===== src/rtl/core/drs_pkg.sv =====
package drs_pkg;

  localparam int COORD_W    = 11;
  localparam int DISP_W     = 8;
  localparam int FIX_W      = 32;
  localparam int FOCAL_W    = 16;
  localparam int SUM_W      = 55;
  localparam int CNT_W      = 23;
  localparam int DIST_W     = 48;
  localparam int CFG_IDX_W  = 3;
  localparam int DIV_NUM_W  = 56;
  localparam int DIV_DEN_W  = 23;
  localparam int DIV_CNT_W  = 6;
  localparam int QUEUE_DEPTH = 4;

  localparam int COORD_MAX_DEF = 2048;
  localparam logic [32:0] MAX_REGION_PIXELS_DEF = 33'd4194304;

  localparam logic [DISP_W-1:0] DISP_INVALID = 8'd255;

  localparam logic [CFG_IDX_W-1:0] REG_MIN_DISPARITY   = 3'd0;
  localparam logic [CFG_IDX_W-1:0] REG_FOCAL_PX        = 3'd1;
  localparam logic [CFG_IDX_W-1:0] REG_DEPTH_NUMERATOR = 3'd2;
  localparam logic [CFG_IDX_W-1:0] REG_PLANE_A         = 3'd3;
  localparam logic [CFG_IDX_W-1:0] REG_PLANE_B         = 3'd4;
  localparam logic [CFG_IDX_W-1:0] REG_PLANE_C         = 3'd5;
  localparam logic [CFG_IDX_W-1:0] REG_PLANE_OFFSET    = 3'd6;

  typedef struct packed {
    logic                ok;
    logic [COORD_W-1:0]  row;
    logic [COORD_W-1:0]  col;
    logic [DISP_W-1:0]   disparity;
    logic                last;
  } item_t;

  typedef struct packed {
    logic [DISP_W-1:0]        min_disparity;
    logic [FOCAL_W-1:0]       focal_px;
    logic [FIX_W-1:0]         depth_numerator;
    logic signed [FIX_W-1:0]  plane_a;
    logic signed [FIX_W-1:0]  plane_b;
    logic signed [FIX_W-1:0]  plane_c;
    logic signed [FIX_W-1:0]  plane_offset;
  } cfg_t;

endpackage


===== src/rtl/core/drs_front.sv =====
module drs_front #(
  parameter int COORD_MAX = drs_pkg::COORD_MAX_DEF
) (
  input  logic                           clk,
  input  logic                           rst,
  input  logic                           cfg_valid,
  input  logic [drs_pkg::CFG_IDX_W-1:0]  cfg_index,
  input  logic [drs_pkg::FIX_W-1:0]      cfg_data,
  input  logic                           push,
  input  logic [drs_pkg::COORD_W-1:0]    row,
  input  logic [drs_pkg::COORD_W-1:0]    col,
  input  logic [drs_pkg::DISP_W-1:0]     disparity,
  input  logic                           last,
  output logic                           q_wr,
  output drs_pkg::item_t                 q_data,
  output drs_pkg::cfg_t                  cfg
);

  localparam logic [16:0] CMAX = 17'(COORD_MAX);

  logic in_range;

  assign in_range = ({6'b0, row} < CMAX) && ({6'b0, col} < CMAX);

  // count-full check needs the running count, so the back end does it
  assign q_wr             = push;
  assign q_data.ok        = (disparity > cfg.min_disparity) &&
                            (disparity != drs_pkg::DISP_INVALID) && in_range;
  assign q_data.row       = row;
  assign q_data.col       = col;
  assign q_data.disparity = disparity;
  assign q_data.last      = last;

  always_ff @(posedge clk) begin
    if (rst) begin
      cfg.min_disparity   <= 8'd1;
      cfg.focal_px        <= 16'd1;
      cfg.depth_numerator <= '0;
      cfg.plane_a         <= '0;
      cfg.plane_b         <= '0;
      cfg.plane_c         <= '0;
      cfg.plane_offset    <= '0;
    end else if (cfg_valid) begin
      case (cfg_index)
        drs_pkg::REG_MIN_DISPARITY:   cfg.min_disparity   <= cfg_data[7:0];
        drs_pkg::REG_FOCAL_PX:        cfg.focal_px        <= cfg_data[15:0];
        drs_pkg::REG_DEPTH_NUMERATOR: cfg.depth_numerator <= cfg_data;
        drs_pkg::REG_PLANE_A:         cfg.plane_a         <= $signed(cfg_data);
        drs_pkg::REG_PLANE_B:         cfg.plane_b         <= $signed(cfg_data);
        drs_pkg::REG_PLANE_C:         cfg.plane_c         <= $signed(cfg_data);
        drs_pkg::REG_PLANE_OFFSET:    cfg.plane_offset    <= $signed(cfg_data);
        default: ;
      endcase
    end
  end

endmodule


===== config.mk =====
export PLATFORM = sky130hd
export DESIGN_NAME = drs_front
export DESIGN_NICKNAME = d
export VERILOG_FILES = /design/src/rtl/core/drs_pkg.sv /design/src/rtl/core/drs_front.sv
export SDC_FILE = /design/constraint.sdc
export NUM_CORES = 1
export LEC_CHECK = 0
export BUFFER_PORTS_ARGS = -buffer_cell sky130_fd_sc_hd__buf_4
export CAP_MARGIN = 20
export CORE_UTILIZATION = 51
export CTS_CLUSTER_DIAMETER = 50
export DETAILED_ROUTE_END_ITERATION = 7
export GPL_TIMING_DRIVEN = 0
export PLACE_DENSITY = 0.91
export SETUP_SLACK_MARGIN = 0.2
export SLEW_MARGIN = 30
export SYNTH_ARGS = -nofsm -noshare
export SYNTH_HDL_FRONTEND = slang
export SYNTH_SLANG_ARGS = --single-unit

===== constraint.sdc =====
create_clock -name clk -period 1.9 [get_ports clk]
set_input_delay 0.19 -clock clk [delete_from_list [all_inputs] [get_ports clk]]
set_output_delay 0.19 -clock clk [all_outputs]
set_load 0.02 [all_outputs]

== Word level (Yosys, flattened, before mapping) ==
Index checks and enable logic that the tools add are counted.

* $lt $le $gt $ge: 1
* Equality and inequality tests: 7
* Reduce and logical (&&, ||, !) cells: 9

{| class="wikitable"
|+ Operator list
! operator !! count
|-
| $reduce_and A2 Y1 || 7
|-
| $eq A3 B3 Y1 const B || 3
|-
| $gt A8 B8 Y1 || 1
|-
| $ne A8 B8 Y1 const B || 1
|-
| $eq A3 B2 Y1 const B || 2
|-
| $eq A3 B1 Y1 const B || 1
|-
| $logic_not A3 Y1 || 1
|-
| $logic_and A1 B1 Y1 || 1
|}

* Bits in registers: 184
* Bits of input ports: 70
* Output and inout port bits: 217

== Depth between registers and ports, before layout ==
* Word-level depth: 2
* Mapped depth: 6
* Gate-level depth less buffers: 6

== Worst setup path before layout ==
Ideal clock, no wire load.

* Path type: flip-flop to output port
* From: register cfg[177] (netlist bit)
* To: output q_data[31] (netlist bit)
* Arrival: 1,431 ps
* Required time: 1,710 ps
* Slack: 279 ps
* Cell stages (with the launch flop): 7
* Path buffers: 0
* Cell sequence: dfxtp_1 -> inv_1 -> ha_1 -> nor2b_1 -> o211ai_1 -> a21oi_1 -> o31a_1

{| class="wikitable"
|+ RTL lines
! item !! RTL line !! RTL
|-
| start, declared || drs_front.sv:16 || <nowiki>output drs_pkg::cfg_t cfg</nowiki>
|-
| end, declared || drs_front.sv:15 || <nowiki>output drs_pkg::item_t q_data,</nowiki>
|}

==> flow_summary.toml <==
[final_layout]
diodes = 0
top_register = "cfg"
largest_registers = "cfg: 184 flops"
stdcell_area_mm2 = 0.00954
drive_gt1_share_pct = 29.5
largest_reg_flops = 184
final_cells = 1340
nets = 1233
final_core_util_pct = 74.7
area_delta_synth_final_pct = 40.7

[worst_hold_path]
hold_class = "in -> reg"
holdPathStages = 3
min_from = "cfg_data[24]"
hold_end = "cfg[56]$_SDFFE_PP0P_"

[power]
pwr-share-seq_pct = 49.1
p_sw_uw = 2050
peakVddDrop_mv = 0.747
pwr-share-clk_pct = 40.1
switching_share_pct = 25.3
power.share.combinational_pct = 10.8
power.density_mw_per_mm2 = 850
leakagePower_uw = 0.00395
intPower_uw = 6060

[global_route]
grt_use_met1_pct = 36.5
gr-total-overflow = 0
antenna_found_initial = 0
grt_first_pass_wirelength_um = 33100
use_met3_pct = 8.56
top_usage_layer = "met2"
grt_use_total_pct = 31.0
grt_max_degree = 17
grt_pass1_vias = 6341
met2_usage_pct = 52.4

[setup_path]
cp-start-kind = "flop"
critical_path_required_ps = 1710
path_class = "reg -> out"
slowest_stage = "dfxtp_2"
crit_path_max_fanout = 2
max_stage_delay_ps = 340
arrival_ps = 1830
reg2reg_depth = 3
reg2reg_to = "cfg[177]$_SDFFE_PP0P_"
rrSetupSlack_ps = 1190
crit_chain = "inv_2, ha_4, nor2b_1, o211ai_1, a21oi_1, o31a_1, buf_6"
crit_path_end_kind = "output port"
r2r_start = "cfg[177]$_SDFFE_PP0P_"

[clock_network]
cts_buffer_depth = 2
cts_hold_buf = 0
numCtsBuffers = 17
htreeDepth = 4
cts.clk_slew.worst_paths_ps = 70
cts_tree = "yes"
cts_root_buf = "clkbuf_16"
clock_latency_ps = 430
cts_sinks = 184

[timing]
layout_setup_ws_ps = -119
rsz0062_at_grt = "yes"
hold_viol = 0
worstMarginPinSlew_ps = 668
fmax_ghz = 0.495
finalCritPeriodShare_pct = 106
finClkSkew_ps = 0
maxSlewViolCount = 0
slew_headroom_pct = 55.4
finalCriticalPeriod_ps = 2020
setup_viol = 1
holdWs_ps = 48.1

[routing]
num_vias = 7042
antenna_left = 0
vias_per_cell = 5.26
drt_iter0_drc = 561
drc = 0
drt_wl_total_um = 21900
dr.pass1.iters = 5
wl_per_cell_um = 16.3

[placement]
dpl.hpwl_um = 15600
dp.cells = 1307
routabilityCongestion = 0.859
portBuffers = 261
place_area_mm2 = 0.00895

[logic_synthesis]
synth_area_mm2 = 0.00678
syn_inst = 874
ys_ff_latch = 184
synthesis.nets = 952
synth_area_leaders = "dfxtp_1 54%, nand2_1 21%, a21oi_1 14%, buf_4 3.5%, clkbuf_1 2.3%"
yosys.area.top_type = "dfxtp_1"
synthDistinctLibCells = 22
synth.top_cell.area_share_pct = 54.3
syn_avg_cell_area_um2 = 7.76
ys_seq_area_share_pct = 54.3
yosysWarnings = 0

[outcome]
violations = "setup timing"
status = "finished with violations"

[floorplanning]
io_pins = 287
coreArea_mm2 = 0.0128
die_x_um = 117
fp-row-count = 41
dieArea_mm2 = 0.0138
die_h_um = 117
start_util_pct = 53.1

[job]
maxCapViolations = 0
synth_stat cells, drive strengths merged:
master and count:
a211oi 1, a21oi 184, and2b 1, and3 1, buf 43, clkbuf 42
dfxtp 184, ha 8, inv 8, nand2 372, nand2b 3, nand3 4
nand3b 2, nand4 4, nor2 9, nor2b 3, nor3 2, o211ai 1
o21ai 1, o31a 1
how the worst max path moves through the flow:
stage	from	to	slack (ps)	cells after the start
floorplan	cfg[177]$_SDFFE_PP0P_	q_data[31]	280	6
global placement	cfg_index[2]	cfg[122]$_SDFFE_PP0P_	210	7
finish	cfg[177]$_SDFFE_PP0P_	q_data[31]	-120	7
detailed placement	cfg_index[2]	cfg[124]$_SDFFE_PP0P_	170	7
CTS	cfg[177]$_SDFFE_PP0P_	q_data[31]	-100	7
global route	cfg[177]$_SDFFE_PP0P_	q_data[31]	-180	7
placed cells by master, fill, tap and decap left out, types with 4 or more instances in the layout:
cell | Yosys | routed
nand2_1 | 372 | 372
nor2_1 | 8 | 8
nand4_1 | 4 | 4
clkbuf_1 | 42 | 44
dfxtp_1 | 184 | 181
inv_1 | 8 | 7
nand3_1 | 4 | 4
ha_1 | 8 | 6
clkinv_2 | 0 | 4
buf_4 | 32 | 293
clkbuf_16 | 0 | 17
buf_2 | 11 | 11
a21oi_1 | 184 | 184
cells by family (layout without fill, tap and decap cells):
kind of cell | count (synthesis) | count (layout) | share of synthesized area, %
fa+ha+maj | 8 | 8 | 1.48
simple gates | 401 | 401 | 23.1
buf+inv | 93 | 387 | 7.12
flops | 184 | 184 | 54.3
compound gates | 188 | 188 | 14.0
through the flow:
stage | power (uW) | TNS [ps] | setup slack [ps]
final | 8110 | -119 | -119
after global routing | 8360 | -177 | -177
after CTS | 8110 | -96.3 | -96.3
after detailed placement | 4930 | 0 | 169
after global placement | 4910 | 0 | 207
after floorplan | 4490 | 0 | 279
critical path, delay by kind of cell, from the launching register on:
kind | cells | cell delay (ps)
adders and majority gates | 1 | 200
DFF | 1 | 340
buffers and inverters | 2 | 170
and+or+nand+nor | 1 | 140
AOI/OAI and AO/OA | 3 | 540
layout make-up:
| cell class | count | area (um2) |
|---|---|---|
| Inverter | 8 | 30.0 |
| Clock buffer | 22 | 474 |
| Buffer | 85 | 453 |
| Clock inverter | 10 | 68.8 |
| Tap cell | 172 | 215 |
| Multi-Input combinational cell | 597 | 2640 |
| Fill cell | 959 | 3230 |
| Sequential cell | 184 | 3690 |
| Timing Repair Buffer | 262 | 1970 |
metal layers:
metal  share of wire [%]  routed length, um
met5                   0                  0
met4                 3.0                659
met2                  50              10900
met1                  38               8290
met3                 9.1               1980
power groups by stage:
stage                     logic (uW)  clock network [uW]  registers (uW)
after floorplan                  328                   0            4170
after global placement           843                   0            4070
after detailed placement         856                   0            4070
after CTS                        869                3260            3990
after global routing             928                3440            3990
final                            876                3250            3990
repair_timing:
item                                    in CTS  in global routing
endpoints found under the setup margin       1                  1
resized for setup                            7                  1
pin swaps                                    2                  1
buffers inserted                             1                  0
Power figures use the tool's default switching activity.
