--- config.mk ---
export PLATFORM = sky130hd
export DESIGN_NAME = drs_queue
export DESIGN_NICKNAME = d
export VERILOG_FILES = /design/src/rtl/core/drs_pkg.sv /design/src/rtl/core/drs_queue.sv
export SDC_FILE = /design/constraint.sdc
export NUM_CORES = 1
export LEC_CHECK = 0
export BUFFER_PORTS_ARGS = -buffer_cell sky130_fd_sc_hd__buf_2
export CORE_MARGIN = 3
export CORE_UTILIZATION = 40
export CTS_CLUSTER_SIZE = 28
export DETAILED_ROUTE_END_ITERATION = 10
export GPL_TIMING_DRIVEN = 1
export MAX_ROUTING_LAYER = met4
export SYNTH_ARGS = -nofsm -noshare
export SYNTH_HDL_FRONTEND = slang
export SYNTH_SLANG_ARGS = --single-unit
export TNS_END_PERCENT = 100
--- constraint.sdc ---
create_clock -name clk -period 3.7 [get_ports clk]
set_clock_uncertainty 0.15 [all_clocks]
set_input_delay 0.37 -clock clk [delete_from_list [all_inputs] [get_ports clk]]
set_output_delay 0.37 -clock clk [all_outputs]
set_load 0.1 [all_outputs]
--- src/rtl/core/drs_pkg.sv ---
package drs_pkg;

  localparam int COORD_W    = 11;
  localparam int DISP_W     = 8;
  localparam int FIX_W      = 32;
  localparam int FOCAL_W    = 16;
  localparam int SUM_W      = 55;
  localparam int CNT_W      = 23;
  localparam int DIST_W     = 48;
  localparam int CFG_IDX_W  = 3;
  localparam int DIV_NUM_W  = 56;
  localparam int DIV_DEN_W  = 23;
  localparam int DIV_CNT_W  = 6;
  localparam int QUEUE_DEPTH = 4;

  localparam int COORD_MAX_DEF = 2048;
  localparam logic [32:0] MAX_REGION_PIXELS_DEF = 33'd4194304;

  localparam logic [DISP_W-1:0] DISP_INVALID = 8'd255;

  localparam logic [CFG_IDX_W-1:0] REG_MIN_DISPARITY   = 3'd0;
  localparam logic [CFG_IDX_W-1:0] REG_FOCAL_PX        = 3'd1;
  localparam logic [CFG_IDX_W-1:0] REG_DEPTH_NUMERATOR = 3'd2;
  localparam logic [CFG_IDX_W-1:0] REG_PLANE_A         = 3'd3;
  localparam logic [CFG_IDX_W-1:0] REG_PLANE_B         = 3'd4;
  localparam logic [CFG_IDX_W-1:0] REG_PLANE_C         = 3'd5;
  localparam logic [CFG_IDX_W-1:0] REG_PLANE_OFFSET    = 3'd6;

  typedef struct packed {
    logic                ok;
    logic [COORD_W-1:0]  row;
    logic [COORD_W-1:0]  col;
    logic [DISP_W-1:0]   disparity;
    logic                last;
  } item_t;

  typedef struct packed {
    logic [DISP_W-1:0]        min_disparity;
    logic [FOCAL_W-1:0]       focal_px;
    logic [FIX_W-1:0]         depth_numerator;
    logic signed [FIX_W-1:0]  plane_a;
    logic signed [FIX_W-1:0]  plane_b;
    logic signed [FIX_W-1:0]  plane_c;
    logic signed [FIX_W-1:0]  plane_offset;
  } cfg_t;

endpackage

--- src/rtl/core/drs_queue.sv ---
module drs_queue #(
  parameter int DEPTH = drs_pkg::QUEUE_DEPTH
) (
  input  logic          clk,
  input  logic          rst,
  input  logic          wr,
  input  drs_pkg::item_t wr_data,
  output logic          full,
  input  logic          rd,
  output drs_pkg::item_t rd_data,
  output logic          empty
);

  localparam int PTR_W = (DEPTH > 1) ? $clog2(DEPTH) : 1;

  drs_pkg::item_t   mem [DEPTH];
  logic [PTR_W-1:0] wptr;
  logic [PTR_W-1:0] rptr;
  logic [PTR_W:0]   fill;

  assign full    = (fill == (PTR_W+1)'(DEPTH));
  assign empty   = (fill == '0);
  assign rd_data = mem[rptr];

  always_ff @(posedge clk) begin
    if (wr && !full) begin
      mem[wptr] <= wr_data;
    end
  end

  always_ff @(posedge clk) begin
    if (rst) begin
      wptr <= '0;
      rptr <= '0;
      fill <= '0;
    end else begin
      if (wr && !full) begin
        wptr <= (wptr == PTR_W'(DEPTH-1)) ? '0 : wptr + 1'b1;
      end
      if (rd && !empty) begin
        rptr <= (rptr == PTR_W'(DEPTH-1)) ? '0 : rptr + 1'b1;
      end
      case ({wr && !full, rd && !empty})
        2'b10:   fill <= fill + 1'b1;
        2'b01:   fill <= fill - 1'b1;
        default: fill <= fill;
      endcase
    end
  end

endmodule

=== After elaboration in Yosys (flattened, before gate mapping) ===
Memories as Yosys holds them, arrays and structs flattened. A register that Yosys moved wholly into a read port is not among the register bits.
Index checks and enable logic that the tools add are counted.

* Flip-flop bits (word level): 7
* RAM bits: 128
* Input port bits: 36
* Output and inout port bits: 34
* Logic and storage cells: 26
* Memories: 1

* $add $sub $neg: 4
* Equality and inequality tests: 5
* Mux-type cells: 7
* Reductions and logical operators: 6

{| class="wikitable"
|+ Memories
! memory !! words !! bits a word !! read ports !! clocked after memory_dff !! wr ports !! line !! source
|-
| mem || 4 || 32 || 1 || 1 || 1 || drs_queue.sv:16 || <nowiki>drs_pkg::item_t mem [DEPTH];</nowiki>
|}

{| class="wikitable"
|+ Operators with widths
! cell !! number
|-
| $mux W2 || 4
|-
| $eq A2 B2 Y1 const B || 3
|-
| $pmux W3 S2 || 1
|-
| $add A2 B1 Y2 const B || 2
|-
| $add A3 B1 Y3 const B || 1
|-
| $eq A3 B3 Y1 const B || 1
|-
| $logic_not A3 Y1 || 1
|-
| $sub A3 B1 Y3 const B || 1
|-
| $eq A2 B1 Y1 const B || 1
|-
| $logic_and A1 B1 Y1 || 2
|-
| $logic_not A1 Y1 || 2
|-
| $mux W1 || 2
|-
| $reduce_bool A2 Y1 || 1
|}

=== Depth between registers and ports, before layout ===
Gate-level depths: netlist of the first run.

* Word-level depth: 5
* Mapped depth: 10
* Gate-level depth less buffers: 9

=== Least setup slack after synthesis of the first run ===
No wires, ideal clock.

* Path kind: flip-flop to output port
* Start point: register fill[0]
* End point: output port empty
* Data arrival time: 2403 ps
* Data required time: 3180 ps
* Setup slack: 777 ps
* Stages on the path, launching flop included: 2
* Buffers on the path: 0
* Cell sequence: dfxtp_1 -> nor3_1

* Cells in the longest elaborated chain, start to end: 1

{| class="wikitable"
|+ Ends and longest elaborated chain
! element !! line !! source
|-
| start, declared || drs_queue.sv:19 || <nowiki>logic [PTR_W:0] fill;</nowiki>
|-
| start signal, assigned || drs_queue.sv:44 || <nowiki>2'b10: fill <= fill + 1'b1;</nowiki>
|-
| start signal, assigned || drs_queue.sv:45 || <nowiki>2'b01: fill <= fill - 1'b1;</nowiki>
|-
| start signal, assigned || drs_queue.sv:46 || <nowiki>default: fill <= fill;</nowiki>
|-
| $logic_not A3 Y1 || drs_queue.sv:22 || <nowiki>assign empty = (fill == '0);</nowiki>
|-
| end, declared || drs_queue.sv:11 || <nowiki>output logic empty</nowiki>
|}

No other way between the ends.

==> run_results.csv, run 1 <==
group,metric,value,unit
final_layout,nFillCells,1023,
timing,finalCritPeriodShare,0.7442,
synthesis,yosysWarnings,0,
power_and_ir_drop,ir_drop,0.4950,mV
floorplan,io_pins,70,
cts,post_cts.repair.setup_buffers,0,
global_routing,grt_pass1_vias,2647,
worst_setup_path,cp.arrival,2230,ps
floorplan,fp.dieArea,14150,µm²
worst_setup_path,required,3180,ps
timing,fmax,363.2,MHz
cts,cts_root_buf,"clkbuf_16",
final_layout,antenna_cells,0,
global_routing,antenna_found_initial,0,
final_layout,stdcell_area,6145,µm²
timing,period_needed,2754,ps
final_layout,multiInputGateArea,996.0,µm²
worst_setup_path,path_class,"flip-flop to primary output",
placement,port_buffers,69,
cts,postCtsHoldBufs,0,
global_routing,grt_first_pass_wirelength,14230,µm
timing,drv_slew,0,
final_layout,syn2layout_area_growth,20.43,%
power_and_ir_drop,powerDensity,857.9,nW/µm²
floorplan,die_width,118.9,µm
power_and_ir_drop,finalPower,5.272,mW
timing,tightest_slew,912.6,ps
routing,firstDrtPassIters,4,
final_layout,layout_common_cells,"edfxtp_1, buf_2, mux4_2, clkbuf_16, inv_1",
timing,timing.slew.headroom,0.3916,
cts,clkLatencyLatePin,400,ps
placement,gp_congestion,0.6926,
global_routing,overflow,0,
cts,cts_tree,"done",
synthesis,synth_seq_cells,137,
placement,place_area,5628,µm²
worst_setup_path,worstSetupEndpointType,"primary output",
cts,cts_buffer_depth,2,
worst_setup_path,cp_max_fo,18,
timing,whs,34.56,ps
timing,tns,0,ps
cts,cts_sinks,137,
floorplan,die_h,118.9,µm
cts,cts_buffers,17,
cts,cts_resized,0,
final_layout,finish.utilization,0.5011,
power_and_ir_drop,leakagePower,2.106,nW
synthesis,synth.net_count,264,
worst_setup_path,critPathLaunchType,"flip-flop",
routing,drt-wirelength-per-cell,18.63,µm
run,cap_violations,0,
synthesis,synthCells,221,
final_layout,layout_commonest_cell,"edfxtp_1",
routing,drc_errors,0,
timing,rsz0062_at_grt,"false",
floorplan,num_rows,40,
cts,clkTransAtPathRegs,60,ps
final_layout,final_nets,344,
floorplan,core,12260,µm²
global_routing,grt_usage,0.1386,
synthesis,avgSynthCellArea,23.09,µm²
synthesis,ys_types,28,
routing,routed_wl,8942,µm
routing,dr.first_iter.drc_count,126,
synthesis,syn_area,5102,µm²
placement,dp_hpwl,5167,µm
timing,setup_viol,0,
routing,vias,2349,
floorplan,start_util,0.4161,
final_layout,drive_above_1_share,0.4359,
outcome,status,"complete, no violations",
routing,vias_per_cell,4.894,
synthesis,ys_seq_area_frac,0.7886,
final_layout,register_area,4026,µm²
worst_hold_path,hold_path.class,"primary input to flip-flop",
global_routing,grt_max_degree,33,
routing,detail-route-antenna-nets,0,
timing,hold_violations,0,
cts,htreeDepth,4,
==> synthesized netlist by cell type <==
cell	count	area (µm²)
ha_1	6	75.07
nand3_1	2	10.01
clkbuf_1	1	3.750
xor2_1	2	17.52
or3_2	1	7.510
buf_4	3	22.52
and3_1	1	6.260
inv_1	8	30.03
o31ai_2	1	12.51
a21o_1	1	7.510
fa_1	1	20.02
nor2_1	4	15.01
mux4_2	32	720.7
and2_4	1	8.760
or3_1	1	6.260
and3_2	3	22.52
o31ai_1	1	7.510
dfxtp_1	9	180.2
o21ai_0	1	5.000
edfxtp_1	128	3844
nor3_1	2	10.01
mux2i_1	1	10.01
buf_2	1	5.000
buf_6	1	11.26
a21oi_1	4	20.02
nand2_1	1	3.750
buf_1	3	11.26
or3b_1	1	8.760
==> where the power goes <==
group / internal (mW) / switching, mW / leakage, nW / total [mW]
Sequential: 1.87 / 0.101 / 1.25 / 1.97
Clock: 0.902 / 0.581 / 0.247 / 1.48
Combinational: 0.398 / 1.42 / 0.610 / 1.82
Total: 3.17 / 2.10 / 2.11 / 5.27
==> worst max-delay path, stage by stage (launching register included) <==
cell     delay, ps
dfxtp_2        710
buf_12         270
mux4_2         530
buf_2          310
==> worst paths after layout <==
path                            slack (ps)           to  depth (start not counted)         from
worst max-delay path                   950  rd_data[20]                          3    flip-flop
worst min-delay path                    30   mem[2][13]                          1  wr_data[13]
worst max register to register        1020      fill[2]                          9      fill[2]
worst min register to register         340    flip-flop                          2      rptr[0]
==> kinds of logic after synthesis <==
| group | share of synthesized area |
|---|---|
| mux | 0.1432 |
| simple gates | 0.01937 |
| flops | 0.7886 |
| buf+inv | 0.01643 |
| fa+ha+maj | 0.01864 |
| compound gates | 0.01030 |
| xor+xnor | 0.003434 |
==> through the flow <==
stage / setup WS (ps) / std cells
6_report: 946.4 / 480
5_1_grt: 766.9 / 480
4_1_cts: 840.8 / 480
3_5_place_dp: 1041 / 450
3_3_place_gp: 1110 / 450
2_1_floorplan: 776.6 / 221
==> area by class of cell <==
| cell class | instances | share of cell area |
|---|---|---|
| timing repair buffer | 70 | 0.05946 |
| sequential | 137 | 0.6553 |
| tap | 168 | 0.03421 |
| clock buffer | 19 | 0.07045 |
| inverter | 8 | 0.004887 |
| clock inverter | 11 | 0.01364 |
| multi-input combinational | 67 | 0.1621 |
==> state kept, by name, summed over array words and instances (netlist names), named ones only <==
register	cells
fill	3
wptr	2
mem	128
rptr	2
==> layer usage <==
metal / GRT usage / wire, µm / vias up
met2: 0.2124 / 4489 / 52
met1: 0.1789 / 4061 / 1222
met3: 0.04036 / 310 / 5
met4: 0.04779 / 80 / 0
li1: - / - / 1070
met5: - / 0 / -
(Power assumes the default switching activity.)
==> run 2: changes to the inputs <==
==> constraint.sdc (replaced) <==
create_clock -name clk -period 2.87 [get_ports clk]
set_clock_uncertainty 0.15 [all_clocks]
set_input_delay 0.287 -clock clk [delete_from_list [all_inputs] [get_ports clk]]
set_output_delay 0.287 -clock clk [all_outputs]
set_load 0.1 [all_outputs]
==> run 2 against run 1 <==
  * Hold slack gained 34 ps
  * Die area did not move
  * Setup slack lost 780 ps
==> run_results.csv, run 2 (same netlist as run 1, synthesis figures left out) <==
group,metric,value,unit
outcome,status,"complete, no violations",
timing,hold_violations,0,
worst_setup_path,required,3060,ps
placement,dp_hpwl,5321,µm
cts,cts_resized,0,
worst_setup_path,crit_path_top_delay_cell,"or3b_1",
placement,place_ws,193.9,ps
final_layout,largest_register_ffs,128,
final_layout,layout_commonest_cell,"edfxtp_1",
timing,rsz0062_at_grt,"false",
global_routing,antenna_found_initial,0,
timing,fmax,369.9,MHz
routing,detail-route-antenna-nets,0,
final_layout,largest-register,"mem",
cts,cts_root_buf,"clkbuf_16",
worst_hold_path,hold_path.class,"primary input to flip-flop",
placement,place_area,5643,µm²
global_routing,grt_max_degree,33,
power_and_ir_drop,powerDensity,1104,nW/µm²
final_layout,syn2layout_area_growth,29.92,%
routing,vias,2507,
cts,cts_sinks,137,
timing,period_needed,2704,ps
global_routing,grt_pass1_vias,2707,
routing,drt-wirelength-per-cell,17.75,µm
final_layout,reg.largest.list,"mem (128), fill (3)",
worst_hold_path,hold_depth,3,
timing,tightest_slew,907.7,ps
global_routing,overflow,0,
worst_setup_path,critPathLaunchType,"flip-flop",
routing,vias_per_cell,4.849,
placement,gp_congestion,0.6950,
floorplan,core,12260,µm²
floorplan,fp.dieArea,14150,µm²
final_layout,antenna_cells,0,
final_layout,final_nets,379,
routing,dr.first_iter.drc_count,193,
worst_setup_path,reg2reg_depth,9,
worst_setup_path,worstSetupEndpointType,"flip-flop",
timing,setup_viol,0,
run,cap_violations,0,
global_routing,grt_first_pass_wirelength,14770,µm
floorplan,die_width,118.9,µm
final_layout,layout_common_cells,"edfxtp_1, buf_2, dlygate4sd3_1, mux4_2, clkbuf_16",
timing,tns,0,ps
worst_setup_path,path_class,"flip-flop to flip-flop",
routing,routed_wl,9178,µm
worst_setup_path,cp.arrival,2890,ps
routing,firstDrtPassIters,4,
placement,port_buffers,69,
timing,finalCritPeriodShare,0.9420,
cts,cts_buffer_depth,2,
timing,drv_slew,0,
timing,setup_slack,166.4,ps
cts,clkLatencyLatePin,400,ps
floorplan,num_rows,40,
worst_setup_path,cpMostUsedCell,"inv_1",
cts,clkTransAtPathRegs,60,ps
final_layout,stdcell_area,6629,µm²
cts,cts_tree,"done",
timing,timing.slew.headroom,0.3949,
cts,htreeDepth,4,
floorplan,io_pins,70,
power_and_ir_drop,ir_drop,0.5360,mV
cts,cts_buffers,17,
power_and_ir_drop,finalPower,7.317,mW
floorplan,die_h,118.9,µm
worst_setup_path,path_cells,"or3b_1 > and2_4 > inv_1 > ha_1 > inv_1 > fa_1 > xor2_1 > or3_2 > a21oi_1",
power_and_ir_drop,leakagePower,2.324,nW
global_routing,grt_usage,0.1449,
routing,drc_errors,0,
worst_setup_path,cp_max_fo,9,
final_layout,drive_above_1_share,0.4040,
worst_setup_path,cpPeakStageDelay,500,ps
floorplan,start_util,0.4161,
[run 2: cell count changes in the layout (fill, tap and decap cells not counted), sizes merged]
cell and delta:
buf +2, bufinv +5, clkbuf -1, clkinv -1, clkinvlp -2, dlygate4sd3 +33, inv +1
[run 2: area by class of cell]
| cell class | instances | area, µm² |
|---|---|---|
| clock buffer | 18 | 429.2 |
| inverter | 8 | 30.03 |
| fill | 974 | 5633 |
| timing repair buffer | 105 | 710.7 |
| multi-input combinational | 67 | 996.0 |
| sequential | 137 | 4026 |
| clock inverter | 14 | 226.5 |
| tap | 168 | 210.2 |
[run 2: routing by layer]
layer | up-vias | part of all wire | GRT usage
li1 | 1147 | - | -
met1 | 1292 | 0.45 | 0.1832
met2 | 62 | 0.50 | 0.2192
met3 | 6 | 0.039 | 0.04463
met4 | 0 | 0.0083 | 0.06083
met5 | - | 0 | -
[run 2: final timing paths]
kind                              start  slack [ps]   endpoint
worst max register to register  fill[2]         170    fill[2]
worst max-delay path            fill[2]         170    fill[2]
worst min register to register  rptr[0]         340  flip-flop
worst min-delay path                 wr          70    wptr[1]
[run 2: worst max-delay path, delay by kind of cell, from the launching register on]
kind / cells / cell delay, ps
compound gates: 1 / 140
xor+xnor: 1 / 160
fa+ha+maj: 2 / 560
buf+inv: 2 / 110
flops: 1 / 390
simple gates: 3 / 1130
[run 2: timing repair]
action                                 in CTS  in global routing
hold buffers                               33                  0
buffers inserted                            0                  0
endpoints found under the hold margin     129                  0
[run 2: stage by stage]
stage | util | std cells | hold slack, ps
final | 0.5406 | 517 | 68.79
after detailed placement | 0.4602 | 452 | 329.1
after global routing | 0.5406 | 517 | 71.24
after CTS | 0.5406 | 517 | 39.44
after floorplan | - | 221 | 235.9
after global placement | 0.4602 | 452 | 336.1
[run 2: where the power goes]
| part | switching (mW) | total, mW | internal [mW] |
|---|---|---|---|
| Clock | 0.783 | 2.40 | 1.62 |
| Combinational | 1.89 | 2.43 | 0.538 |
| Sequential | 0.0772 | 2.48 | 2.41 |
| Total | 2.75 | 7.32 | 4.57 |
==> run 3: changes to the inputs <==
--- a/config.mk
+++ b/config.mk
@@ -5,6 +5,7 @@
 export SDC_FILE = /design/constraint.sdc
 export NUM_CORES = 1
 export LEC_CHECK = 0
+export ABC_AREA = 1
 export BUFFER_PORTS_ARGS = -buffer_cell sky130_fd_sc_hd__buf_2
 export CORE_MARGIN = 3
 export CORE_UTILIZATION = 40
==> run 3 against run 2 <==
  * Global-route usage grew 1.6 points
  * Flip-flop and latch count is the same
  * Die area grew 3.4%
  * Critical path depth shrank 4
  * Highest routed layer unchanged
==> run_results.csv, run 3 <==
group,metric,value,unit
final_layout,antenna_cells,0,
worst_setup_path,critPathBufInv,3,
global_routing,grt_usage,0.1605,
global_routing,grt_use_met2,0.2563,
final_layout,syn2layout_area_growth,28.51,%
global_routing,grt_first_pass_wirelength,17130,µm
synthesis,synth_most_common_cell,"edfxtp_1",
worst_hold_path,hold_path.class,"primary input to flip-flop",
routing,drt-wirelength-per-cell,15.88,µm
placement,gp_congestion,0.7116,
worst_setup_path,required,2430,ps
worst_setup_path,r2r_slack,780,ps
routing,detail-route-antenna-nets,0,
synthesis,synth-edff-count,128,
routing,vias,3303,
timing,tightest_slew,529.6,ps
final_layout,stdcell_area,6790,µm²
cts,cts_tree,"done",
worst_hold_path,worstHoldStart,"wr",
worst_hold_path,hold_depth,3,
timing,hold_violations,0,
global_routing,grt_max_degree,65,
worst_setup_path,crit_path_top_delay_cell,"buf_2",
cts,clkLatencyLatePin,410,ps
final_layout,final_cells,676,
worst_setup_path,worstSetupEndpointType,"primary output",
cts,cts_buffers,17,
worst_setup_path,path_cells,"inv_2 > buf_4 > o21ai_1 > o22ai_1 > buf_2",
final_layout,reg.largest.list,"mem (128), fill (3)",
final_layout,nFillCells,1076,
floorplan,num_rows,41,
timing,finalCritPeriodShare,0.8774,
final_layout,final_nets,534,
placement,place_ws,567.0,ps
global_routing,grt_most_used_layer,"met2",
synthesis,synth_top_area_share,0.7274,
worst_setup_path,reg2reg_to,"fill[2]",
cts,clkTransAtPathRegs,50,ps
floorplan,fp.dieArea,14620,µm²
routing,dr.first_iter.drc_count,224,
worst_setup_path,cp_top_family,"buffers and inverters",
floorplan,start_util,0.4137,
floorplan,die_h,120.9,µm
final_layout,largest_register_ffs,128,
worst_setup_path,reg2reg_from,"fill[1]",
routing,vias_per_cell,4.886,
worst_setup_path,cpPeakStageDelay,460,ps
worst_hold_path,min_to,"wptr[1]",
final_layout,layout_commonest_cell,"edfxtp_1",
timing,fmax,397.1,MHz
synthesis,synth_flop_cell,"edfxtp_1",
global_routing,antenna_found_initial,0,
timing,drv_slew,0,
global_routing,met3_usage,0.05315,
worst_setup_path,path_class,"flip-flop to primary output",
global_routing,overflow,0,
final_layout,drive_above_1_share,0.2262,
run,cap_violations,0,
placement,dp_hpwl,6319,µm
synthesis,synthArstFlopShare,0,
timing,setup_viol,0,
synthesis,synthCells,381,
floorplan,die_width,120.9,µm
synthesis,synth.net_count,424,
cts,cts_buffer_depth,2,
synthesis,ys_seq_area_frac,0.7615,
worst_setup_path,cp.arrival,2080,ps
timing,rsz0062_at_grt,"false",
cts,cts_sinks,137,
placement,place_area,5836,µm²
cts,htreeDepth,4,
final_layout,layout_common_cells,"edfxtp_1, nor2_1, buf_2, o21ai_0",
worst_setup_path,reg2reg_depth,12,
global_routing,met1_usage,0.1966,
synthesis,ys_types,21,
placement,port_buffers,69,
floorplan,io_pins,70,
cts,cts_root_buf,"clkbuf_16",
synthesis,yosysWarnings,0,
synthesis,netlist_top_cells_area,"edfxtp_1, nor2_1, o22ai_1",
synthesis,synth_seq_cells,137,
timing,tns,0,ps
timing,period_needed,2518,ps
routing,firstDrtPassIters,4,
worst_setup_path,cp_max_fo,23,
synthesis,syn_area,5284,µm²
synthesis,avgSynthCellArea,13.87,µm²
placement,dp.cells,612,
synthesis,synth_commonest_cells,"edfxtp_1, nor2_1, o21ai_0",
synthesis,synth_top_cell_by_area,"edfxtp_1",
floorplan,core,12770,µm²
timing,timing.slew.headroom,0.6461,
outcome,status,"complete, no violations",
routing,routed_wl,10730,µm
global_routing,grt_pass1_vias,3258,
timing,setup_slack,352.0,ps
routing,drc_errors,0,
worst_setup_path,critPathLaunchType,"flip-flop",
final_layout,largest-register,"mem",
==> run 3: metal layers <==
metal	up-vias	part of all wire
met3	14	0.038
met4	0	0.012
met2	61	0.48
met5	-	0
met1	1601	0.46
li1	1627	-
==> run 3: stage by stage <==
| stage | hold WS, ps | utilization |
|---|---|---|
| floorplan | 235.9 | - |
| finish | 25.62 | 0.5316 |
| global route | 16.36 | 0.5316 |
| CTS | 3.503 | 0.5314 |
| global placement | 352.5 | 0.4569 |
| detailed placement | 352.8 | 0.4569 |
==> run 3: tightest hold or removal path, cell delays in order <==
cell     delay (ps)
buf_2           110
a21oi_1          60
nor2_1           80
==> run 3: worst max path at each step <==
stage | end | slack (ps) | depth (start not counted)
floorplan | rd_data[10] | 270 | 5
global placement | rd_data[15] | 590 | 4
detailed placement | rd_data[20] | 570 | 4
CTS | rd_data[20] | 120 | 4
global route | rd_data[2] | 210 | 5
finish | rd_data[2] | 350 | 5
==> run 3: logic make-up after synthesis <==
logic type      share of synthesized area
flops                              0.7615
compound gates                     0.1042
simple gates                      0.07080
buf+inv                           0.04546
fa+ha+maj                         0.01800
==> run 3: area by class of cell <==
| class | count | area [µm²] | area share |
|---|---|---|---|
| tap | 172 | 215.2 | 0.03169 |
| clock buffer | 19 | 432.9 | 0.06376 |
| multi-input combinational | 205 | 1050 | 0.1546 |
| clock inverter | 13 | 198.9 | 0.02930 |
| sequential | 137 | 4028 | 0.5931 |
| inverter | 20 | 82.58 | 0.01216 |
| timing repair buffer | 110 | 783.3 | 0.1153 |
==> run 3: what timing repair did <==
item	4_1_cts	5_1_grt
hold buffers	32	0
hold endpoints to repair	128	0
gates resized for setup	0	1
endpoints found under the setup margin	0	3
buffers inserted	0	0
Power of run 3 is left out: the tool's default activity adds up to more than one toggle a clock period on the data nets, which glitch-free logic cannot reach.
